`src/rtl/stfc_pkg.sv`:
```
package stfc_pkg;

  // Field widths
  localparam int unsigned FrameLenW = 9;
  localparam int unsigned ByteW     = 8;
  localparam int unsigned CrcW      = 16;
  localparam int unsigned CntW      = 32;

  // Frame format
  localparam int unsigned          DefMaxFrameBytes = 256;
  localparam int unsigned          MinFrameBytes    = 4;
  localparam logic [FrameLenW-1:0] FrameLenReset    = 9'd64;
  localparam logic [CrcW-1:0]      CrcInit          = 16'hFFFF;
  localparam logic [ByteW-1:0]     MarkerA          = 8'd3;
  localparam logic [ByteW-1:0]     MarkerB          = 8'd4;
  localparam int unsigned          MarkerPosA       = 2;
  localparam int unsigned          MarkerPosB       = 3;

  // One verdict, as handed to the result ports
  typedef struct packed {
    logic            frame_good;
    logic            marker_ok;
    logic [CrcW-1:0] crc_residue;
    logic [CntW-1:0] good_frames;
    logic [CntW-1:0] bad_frames;
    logic [CntW-1:0] next_frame_number;
  } stfc_result_t;

  // CRC-16/CCITT-FALSE, one byte, MSB first (poly 0x1021)
  function automatic logic [CrcW-1:0] crc_update(input logic [CrcW-1:0]  crc,
                                                 input logic [ByteW-1:0] b);
    logic [ByteW-1:0] x;
    logic [CrcW-1:0]  x16;
    x   = crc[15:8] ^ b;
    x   = x ^ (x >> 4);
    x16 = {8'h00, x};
    return {crc[7:0], 8'h00} ^ (x16 << 12) ^ (x16 << 5) ^ x16;
  endfunction

endpackage

```
`src/rtl/stfc_in_reg.sv`:
```
module stfc_in_reg
  import stfc_pkg::*;
(
  input  logic             clk_i,
  input  logic             rst_ni,
  input  logic             rx_byte_valid_i,
  output logic             rx_byte_ready_o,
  input  logic [ByteW-1:0] rx_byte_i,
  output logic             byte_valid_o,
  output logic [ByteW-1:0] byte_o,
  input  logic             byte_take_i
);

  logic             valid_q, valid_d;
  logic [ByteW-1:0] byte_q;

  // Slot is free when empty or being drained this cycle
  assign rx_byte_ready_o = !valid_q || byte_take_i;

  always_comb begin
    valid_d = valid_q;
    if (rx_byte_ready_o) begin
      valid_d = rx_byte_valid_i;
    end
  end

  always_ff @(posedge clk_i or negedge rst_ni) begin
    if (!rst_ni) begin
      valid_q <= 1'b0;
    end else begin
      valid_q <= valid_d;
    end
  end

  // Payload, no reset
  always_ff @(posedge clk_i) begin
    if (rx_byte_ready_o && rx_byte_valid_i) begin
      byte_q <= rx_byte_i;
    end
  end

  assign byte_valid_o = valid_q;
  assign byte_o       = byte_q;

endmodule

```
`src/rtl/stfc_verdict.sv`:
```
module stfc_verdict
  import stfc_pkg::*;
#(
  parameter int unsigned MAX_FRAME_BYTES = DefMaxFrameBytes
) (
  input  logic                 clk_i,
  input  logic                 rst_ni,
  input  logic [FrameLenW-1:0] frame_length_i,
  input  logic                 byte_valid_i,
  input  logic [ByteW-1:0]     byte_i,
  output logic                 byte_take_o,
  output logic                 result_valid_o,
  input  logic                 result_ready_i,
  output stfc_result_t         result_o
);

  localparam int unsigned PosW = $clog2(MAX_FRAME_BYTES);
  localparam int unsigned LenW = ($clog2(MAX_FRAME_BYTES + 1) > FrameLenW) ?
                                 $clog2(MAX_FRAME_BYTES + 1) : FrameLenW;
  localparam logic [LenW-1:0] LenMin = LenW'(MinFrameBytes);
  localparam logic [LenW-1:0] LenMax = LenW'(MAX_FRAME_BYTES);

  logic [CrcW-1:0] crc_q, crc_d;
  logic [PosW-1:0] pos_q, pos_d;
  logic            mark_q, mark_d;
  logic [CntW-1:0] good_q, good_d;
  logic [CntW-1:0] bad_q, bad_d;
  logic [CntW-1:0] fnum_q, fnum_d;
  logic            out_valid_q, out_valid_d;
  stfc_result_t    out_q, out_d;

  logic [LenW-1:0] len_cfg, len_eff, pos_next;
  logic [CrcW-1:0] crc_new;
  logic            mark_new, last_byte, good;

  // Take the byte when the result slot is free or drains now
  assign byte_take_o = byte_valid_i && (!out_valid_q || result_ready_i);

  // Clamp the configured length
  always_comb begin
    len_cfg = LenW'(frame_length_i);
    len_eff = len_cfg;
    if (len_cfg < LenMin) begin
      len_eff = LenMin;
    end else if (len_cfg > LenMax) begin
      len_eff = LenMax;
    end
  end

  // Per-byte check
  always_comb begin
    crc_new  = crc_update(crc_q, byte_i);
    mark_new = mark_q;
    if (pos_q == PosW'(MarkerPosA) && byte_i != MarkerA) begin
      mark_new = 1'b0;
    end
    if (pos_q == PosW'(MarkerPosB) && byte_i != MarkerB) begin
      mark_new = 1'b0;
    end
    pos_next  = LenW'(pos_q) + LenW'(1);
    last_byte = (pos_next >= len_eff);
    good      = mark_new && (crc_new == '0);
  end

  // State and result update
  always_comb begin
    crc_d       = crc_q;
    pos_d       = pos_q;
    mark_d      = mark_q;
    good_d      = good_q;
    bad_d       = bad_q;
    fnum_d      = fnum_q;
    out_d       = out_q;
    out_valid_d = out_valid_q && !result_ready_i;
    if (byte_take_o) begin
      if (last_byte) begin
        crc_d  = CrcInit;
        pos_d  = '0;
        mark_d = 1'b1;
        if (good) begin
          good_d = good_q + CntW'(1);
          fnum_d = fnum_q + CntW'(1);
        end else begin
          bad_d = bad_q + CntW'(1);
        end
        out_valid_d             = 1'b1;
        out_d.frame_good        = good;
        out_d.marker_ok         = mark_new;
        out_d.crc_residue       = crc_new;
        out_d.good_frames       = good_d;
        out_d.bad_frames        = bad_d;
        out_d.next_frame_number = fnum_d;
      end else begin
        crc_d  = crc_new;
        pos_d  = pos_next[PosW-1:0];
        mark_d = mark_new;
      end
    end
  end

  always_ff @(posedge clk_i or negedge rst_ni) begin
    if (!rst_ni) begin
      crc_q       <= CrcInit;
      pos_q       <= '0;
      mark_q      <= 1'b1;
      good_q      <= '0;
      bad_q       <= '0;
      fnum_q      <= CntW'(1);
      out_valid_q <= 1'b0;
    end else begin
      crc_q       <= crc_d;
      pos_q       <= pos_d;
      mark_q      <= mark_d;
      good_q      <= good_d;
      bad_q       <= bad_d;
      fnum_q      <= fnum_d;
      out_valid_q <= out_valid_d;
    end
  end

  // Result payload, no reset
  always_ff @(posedge clk_i) begin
    out_q <= out_d;
  end

  assign result_valid_o = out_valid_q;
  assign result_o       = out_q;

endmodule

```
`src/rtl/spi_test_frame_checker_core.sv`:
```
// Channel   Direction  Handshake                          Payload
// cfg       in         cfg_we_i (no wait)                 cfg_wdata_i = frame_length
// rx_byte   in         rx_byte_valid_i / rx_byte_ready_o  rx_byte_i
// result    out        result_valid_o / result_ready_i    frame_good_o .. next_frame_number_o
//
// One byte per cycle sustained. A byte waits in the input register, and
// while it waits the CRC, marker and counter update runs into the result
// register, so a verdict is registered once the last byte of a frame has
// left the input register. While a verdict waits on result_ready_i, one
// more byte is held at the input and further bytes stall. Reset is asynchronous,
// active low, and restores frame_length 64 and the counters; no clearing pass.
module spi_test_frame_checker_core
  import stfc_pkg::*;
#(
  parameter int unsigned MAX_FRAME_BYTES = DefMaxFrameBytes
) (
  input  logic                 clk_i,
  input  logic                 rst_ni,
  input  logic                 cfg_we_i,
  input  logic [FrameLenW-1:0] cfg_wdata_i,
  input  logic                 rx_byte_valid_i,
  output logic                 rx_byte_ready_o,
  input  logic [ByteW-1:0]     rx_byte_i,
  output logic                 result_valid_o,
  input  logic                 result_ready_i,
  output logic                 frame_good_o,
  output logic                 marker_ok_o,
  output logic [CrcW-1:0]      crc_residue_o,
  output logic [CntW-1:0]      good_frames_o,
  output logic [CntW-1:0]      bad_frames_o,
  output logic [CntW-1:0]      next_frame_number_o
);

  logic [FrameLenW-1:0] frame_length_q;
  logic                 byte_valid, byte_take;
  logic [ByteW-1:0]     byte_q;
  stfc_result_t         result;

  // Frame length register
  always_ff @(posedge clk_i or negedge rst_ni) begin
    if (!rst_ni) begin
      frame_length_q <= FrameLenReset;
    end else if (cfg_we_i) begin
      frame_length_q <= cfg_wdata_i;
    end
  end

  stfc_in_reg u_in_reg (
    .clk_i,
    .rst_ni,
    .rx_byte_valid_i,
    .rx_byte_ready_o,
    .rx_byte_i,
    .byte_valid_o (byte_valid),
    .byte_o       (byte_q),
    .byte_take_i  (byte_take)
  );

  stfc_verdict #(
    .MAX_FRAME_BYTES (MAX_FRAME_BYTES)
  ) u_verdict (
    .clk_i,
    .rst_ni,
    .frame_length_i (frame_length_q),
    .byte_valid_i   (byte_valid),
    .byte_i         (byte_q),
    .byte_take_o    (byte_take),
    .result_valid_o,
    .result_ready_i,
    .result_o       (result)
  );

  assign frame_good_o        = result.frame_good;
  assign marker_ok_o         = result.marker_ok;
  assign crc_residue_o       = result.crc_residue;
  assign good_frames_o       = result.good_frames;
  assign bad_frames_o        = result.bad_frames;
  assign next_frame_number_o = result.next_frame_number;

endmodule

```
`config.mk`:
```
export PLATFORM = sky130hd
export DESIGN_NAME = spi_test_frame_checker_core
export DESIGN_NICKNAME = d
export VERILOG_FILES = /design/src/rtl/stfc_pkg.sv /design/src/rtl/stfc_in_reg.sv /design/src/rtl/stfc_verdict.sv /design/src/rtl/spi_test_frame_checker_core.sv
export SDC_FILE = /design/constraint.sdc
export NUM_CORES = 1
export LEC_CHECK = 0
export BUFFER_PORTS_ARGS = -buffer_cell sky130_fd_sc_hd__buf_4
export CELL_PAD_IN_SITES_DETAIL_PLACEMENT = 0
export CELL_PAD_IN_SITES_GLOBAL_PLACEMENT = 1
export CORE_ASPECT_RATIO = 0.9
export CORE_MARGIN = 5
export CORE_UTILIZATION = 40
export DETAILED_ROUTE_END_ITERATION = 6
export PLACE_DENSITY_LB_ADDON = 0.2
export SLEW_MARGIN = 5
export SYNTH_ARGS = -nofsm -noshare
export SYNTH_HDL_FRONTEND = slang
export SYNTH_SLANG_ARGS = --single-unit
```
`constraint.sdc`:
```
create_clock -name clk_i -period 8.4 [get_ports clk_i]
set_input_delay 1.68 -clock clk_i [delete_from_list [all_inputs] [get_ports clk_i]]
set_output_delay 1.68 -clock clk_i [all_outputs]
set_load 0.005 [all_outputs]
```
==> metrics, run 1 <==
Total Negative Setup Slacks 0 ps; startpoint types register; final hold vios 0; number of synthesized flops with an enable pin around 120; syn_nets 1061; Worst Path Max Fanout 48; nets roughly 1200; top_reg_cell synth edfxtp_1; area delta synth->final 19.4%; CTS tree done; Tot GR Track Use 15.7%; Hold Path Depth 2; Hold Crit Class register to register; share of the synthesized area in the top cell type 30.9%; CP Cell Sequence or4_1 -> nor3_1 -> nor2_1 -> and2_1 -> ha_1 -> nand2b_1 -> a2111oi_0 -> o31ai_1 -> nand2_2 -> buf_4 -> inv_4 -> buf_4 -> nand2_1 -> mux2_2; Yosys Warn Count 0; RSZ-0062 raised after global routing no; clock slew at reported path FFs 60 ps; Crit Path Category register to register; antenna fix cells 0; ys async rst share between 50% and 60%; # setup viols final 0; placer congestion estimate slightly below 0.8; first-pass GRT wire length roughly 43 mm; CP arrival 4910 ps; later-pin clock latency in the skew report 550 ps; via-per-instance ratio approximately 4.8; crit path max-delay cell type buf_4; Clock Skews around 15 ps; Buf/Inv on CP 3; I/O pin count 138; max_cap viols 0; vias in the first global route ~7800; Worst slew margin between 30 and 40%; f_max roughly 220 MHz; critical path's top delay family buffers and inverters; final setup margin 3920 ps; initial antenna violation count 0; number of cells on the critical path 14; commonest non-fill, non-tap cell in the layout nand2_1; Vias ~7600; fraction of layout instances using a drive strength above 1 20.2%; commonest cells after routing, fill and taps aside nand2_1 (171), buf_4 (143), edfxtp_1 (122), xnor2_1 (118), dfrtp_1 (113); DRT Wirelength 26.0 mm; most numerous cell on the critical path buf_4; site row count 59; Power Density 250 nW/µm²; Tmin final roughly 4500 ps; cell taking the most area after synthesis edfxtp_1; Filler cells 2675; Post-Syn Area ~12000 µm²; Die Ht around 170 µm; hold buffer count at cts 0; DRT antenna net count 0; port bufs 137; Mapped Cells approximately 1000; Cells after DPL between 1500 and 2000; Worst Reg-to-Reg Cells 14; Avg WL per Cell about 16 µm; synth top area cells edfxtp_1 (31%), dfrtp_1 (24%), xnor2_1 (8.7%); Synth Register Bits ~250; Core ar. between 20000 and 30000 µm²; status finished, final reports clean; First-pass DRT Iterations 4; register area share after synthesis between 50% and 60%; Worst Max-Slew Pin Slew between 1000 and 1500 ps; peak supply drop 147 µV; 1st-iter DRT viols about 390; worst slack at placement between 3000 and 4000 ps; die width 192 µm; Tcrit/Tclk final between 50 and 60%; # Post-CTS Setup Buffers 0; Leakage Power between 0.006 and 0.007 µW; Die Area 33200 µm²; Mapped Avg Cell Area roughly 12 µm²; CTS Buf Count 29; Slew Limit Fails 0; CP Capture Type register; Yosys cell types 52; non-filler cells, final 1582; hold_ws around 460 ps; largest net degree at the start of global routing between 70 and 80; H-Tree Depth 1; Resized cells post-CTS 0; clock sink count approximately 250; grt ovf 0; effective utilization at floorplan 40.8%; CP max stage delay 540 ps; CTS root buf clkbuf_16; Detail Placement HPWL 17.0 mm; Max clock buf depth 3; Critical Path RT 8830 ps; DR DRC count 0
[layout make-up]
cell class | instances | area (µm²) | area share (%)
inverters | 19 | 73.8 | 0.521
repair buffers | 144 | 1080 | 7.66
well taps | 396 | 495 | 3.50
clock buffers | 43 | 808 | 5.71
flip-flops and latches | 254 | 6990 | 49.4
clock inverters | 11 | 60.1 | 0.424
multi-input cells | 715 | 4650 | 32.8
[cells in the mapped netlist (all sizes together), types with 4 or more instances]
cell      n
xnor2   122
and3     25
and2      6
or2       4
nand2b    7
inv      18
ha       14
buf      11
nand2   172
edfxtp  122
nand4    16
nor4     11
clkbuf   26
o21ai    28
dfrtp   113
nand3    46
dfstp    19
mux2     12
xor2     92
nor2     65
nor3     54
and4      9
[path summary, 6_finish.rpt]
kind / start / to / slack [ps]
setup / recovery: frame_length_q[7] / u_verdict.bad_q[1] / 3920
hold / removal: u_verdict.crc_q[7] / u_verdict.crc_q[7] / 460
setup reg to reg: frame_length_q[7] / u_verdict.bad_q[1] / 3920
hold reg to reg: u_verdict.crc_q[7] / u_verdict.crc_q[7] / 460
max in group asynchronous: rst_ni / u_verdict.bad_q[10] / 5930
min in group asynchronous: rst_ni / frame_length_q[0] / 1120
[worst min-delay path: cells and delay by family, from the launching register on]
kind             cells  cell delay, ps
DFF                  1             370
and+or+nand+nor      2              90
[power breakdown]
group	internal, µW	switching [µW]	leakage (µW)
Sequential	1520	96.0	0.00291
Combinational	310	449	0.00282
Clock	663	495	0.000421
[through the flow]
| step | total power, µW | util, % | instance area, µm² |
|---|---|---|---|
| final | 3540 | 48.7 | 14200 |
| after global routing | 3720 | 48.7 | 14200 |
| after CTS | 3590 | 48.7 | 14200 |
| after detailed placement | 2410 | 45.7 | 13300 |
| after global placement | 2400 | 45.7 | 13300 |
| after floorplan | 2130 | - | 11900 |
[metal layers]
layer | GRT usage [%] | wire length (µm) | vias up
li1 | - | - | 3785
met1 | 24.0 | 13000 | 3711
met2 | 23.5 | 11600 | 117
met3 | 2.56 | 992 | 33
met4 | 3.32 | 490 | 0
met5 | 0 | 0 | -
[state kept, by name (all words and copies together) (netlist names), 8 cells and up]
register / flops
u_verdict.fnum_q: 32
u_verdict.pos_q: 8
u_verdict.bad_q: 32
u_in_reg.byte_o: 8
u_verdict.crc_q: 16
u_verdict.result_o: 114
u_verdict.good_q: 32
frame_length_q: 9
[cells by family after synthesis]
family	after synthesis	share of synthesized area, %
buffers and inverters	56	2.00
AOI/OAI and AO/OA	43	2.22
adders and majority gates	14	1.48
xor gates and xnor gates	216	16.5
and+or+nand+nor	429	17.6
muxes	13	1.22
DFF	254	58.9
No activity file was read; power rests on OpenSTA's default activity.
==> inputs of run 2 (changes only) <==
Clock period 8.4 ns to 4.6 ns, I/O delays scaled along.
==> run 2 against run 1 <==
  * Count of clock-buffer cells in the layout shrank 4
  * Critical path depth decreased by 1
  * First-iteration DRC count decreased by 8.3%
  * Highest routed layer unchanged
==> metrics, run 2 (synthesis results as in run 1) <==
# setup viols final 0 (unchanged); final hold vios 0 (unchanged); Tcrit/Tclk final 83.6% (was 53.4%); commonest cells after routing, fill and taps aside nand2_1 (171), buf_4 (141), edfxtp_1 (122), xnor2_1 (118), dfrtp_1 (113) (was nand2_1 (171), buf_4 (143), edfxtp_1 (122), xnor2_1 (118), dfrtp_1 (113)); Leakage Power 0.00620 µW (was 0.00615 µW); Detail Placement HPWL 17.2 mm (was 17.0 mm); Worst Path Max Fanout 41 (was 48); NetSw 1880 µW (was 1040 µW); flop2flop setup slack 760 ps (was 3920 ps); Worst setup endpoint u_verdict.fnum_q[31] (was u_verdict.bad_q[1]); # Post-CTS Setup Buffers 0 (unchanged); f_max 260 MHz (was 223 MHz); CTS Buf Count 28 (was 29); First-pass DRT Iterations 4 (unchanged); internal power 4690 µW (was 2500 µW); grt ovf 0 (unchanged); placer congestion estimate 0.769 (was 0.775); worst setup path startpoint frame_length_q[7] (unchanged); Resized cells post-CTS 0 (unchanged); RSZ-0062 raised after global routing no (unchanged); Power Density 460 nW/µm² (was 250 nW/µm²); antenna fix cells 0 (unchanged); Filler cells 2662 (was 2675); fraction of layout instances using a drive strength above 1 20.7% (was 20.2%); I/O pin count 138 (unchanged); Slew Limit Fails 0 (unchanged); nets 1200 (was 1199); register area 6990 µm² (unchanged); hold buffer count at cts 0 (unchanged); effective utilization at floorplan 40.8% (unchanged); Worst Reg-to-Reg Cells 13 (was 14); clock slew at reported path FFs 60 ps (about the same); startpoint types register (unchanged); peak supply drop 330 µV (was 147 µV); via-per-instance ratio 4.80 (was 4.83); later-pin clock latency in the skew report 530 ps (was 550 ps); DRT Wirelength 25.7 mm (was 26.0 mm); reg2reg start frame_length_q[7] (unchanged); CP arrival 4300 ps (was 4910 ps); Core ar. 29100 µm² (unchanged); port bufs 137 (unchanged); 1st-iter DRT viols 355 (was 387); die width 192 µm (unchanged); Hold Crit Class input pin to async pin (was register to register); r2r endpoint u_verdict.fnum_q[31] (was u_verdict.bad_q[1]); first-pass GRT wire length 42.4 mm (was 42.8 mm); area delta synth->final 20.5% (was 19.4%); Tmin final 3840 ps (was 4480 ps); DR DRC count 0 (unchanged); H-Tree Depth 1 (unchanged); vias in the first global route 7650 (was 7772); Final Util 49.1% (was 48.7%); commonest non-fill, non-tap cell in the layout nand2_1 (unchanged); initial antenna violation count 0 (unchanged); status finished, final reports clean (unchanged); Max clock buf depth 3 (unchanged); Total Negative Setup Slacks 0 ps (unchanged); Switching Share 28.6% (was 29.4%); DRT antenna net count 0 (unchanged); clock sink count 254 (unchanged); Die Area 33200 µm² (unchanged); Sequential Power Share 45.0% (was 45.8%); Critical Path RT 5060 ps (was 8830 ps); Crit Path Category register to register (unchanged); largest net degree at the start of global routing 83 (was 79); Worst slew margin 31.4% (was 32.3%); Vias 7596 (was 7646); max_cap viols 0 (unchanged); CTS tree done (unchanged); Largest register FFs 114 (unchanged); CP Capture Type register (unchanged); Tot GR Track Use 15.6% (was 15.7%); Avg WL per Cell 16.2 µm (was 16.4 µm); area of the multi-input gates 4650 µm² (unchanged); Clock Skews 10.6 ps (was 15.1 ps); Die Ht 173 µm (unchanged); clock group share of total power 33.7% (was 32.7%); Worst Max-Slew Pin Slew 1030 ps (was 1010 ps); CTS root buf clkbuf_16 (unchanged); combinational share of power 21.3% (was 21.4%); site row count 59 (unchanged)
==> run 2: cell types whose count changed in the layout (fill, tap and decap cells not counted) <==
cell and change:
buf_12 +4, buf_4 -2, bufinv_16 +2, clkbuf_1 -5
clkbuf_8 +1, clkinv_1 -1, clkinv_2 +1, clkinv_4 +1
inv_6 -1
==> run 2: worst min-delay path by stage <==
stage / end / slack, ps / cells past startpoint
2_1_floorplan: u_verdict.crc_q[7] / 430 / 2
3_3_place_gp: u_verdict.crc_q[7] / 450 / 2
3_5_place_dp: u_verdict.crc_q[4] / 450 / 2
4_1_cts: u_verdict.crc_q[4] / 460 / 2
5_1_grt: u_verdict.crc_q[4] / 470 / 2
6_report: frame_length_q[0] / 420 / 1
==> run 2: routing by layer <==
metal  global-route usage [%]  wire (µm)  vias to the layer above
met5                        0          0                        -
li1                         -          -                     3795
met4                     3.02        441                        0
met2                     23.7      11400                      131
met1                     23.8      12800                     3640
met3                     2.52       1050                       30
==> run 2: power groups by stage <==
stage                     registers, µW  clock network (µW)  logic [µW]
after floorplan                    2970                   0         901
final                              2960                2220        1400
after global routing               2990                2380        1560
after global placement             3000                   0        1400
after detailed placement           3000                   0        1420
after CTS                          2960                2280        1430
==> run 2: layout make-up <==
| type | count | share of cell area (%) |
|---|---|---|
| clock buffers | 39 | 5.62 |
| clock inverters | 13 | 0.850 |
| inverters | 19 | 0.517 |
| repair buffers | 146 | 8.05 |
| multi-input cells | 715 | 32.6 |
| flip-flops and latches | 254 | 48.9 |
| well taps | 396 | 3.47 |
==> run 2: metrics by stage <==
step | worst slack [ps] | instance area, µm² | hold slack [ps] | std cells | power [µW]
2_1_floorplan | 39.4 | 11900 | 435 | 1025 | 3870
3_3_place_gp | 700 | 13400 | 447 | 1530 | 4400
3_5_place_dp | 671 | 13400 | 452 | 1530 | 4420
4_1_cts | 681 | 14300 | 461 | 1582 | 6670
5_1_grt | 370 | 14300 | 471 | 1582 | 6940
6_report | 756 | 14300 | 424 | 1582 | 6570
==> run 2: worst max-delay path, cell delays in order (launching register included) <==
cell	delay, ps
dfrtp_1	380
or4_1	520
nor3_1	190
nor2_1	80
and2_1	160
ha_1	260
nand2b_1	90
a2111oi_0	90
o31ai_1	370
nand2_2	420
nor4_4	250
buf_4	490
nor3b_1	290
xor2_1	160
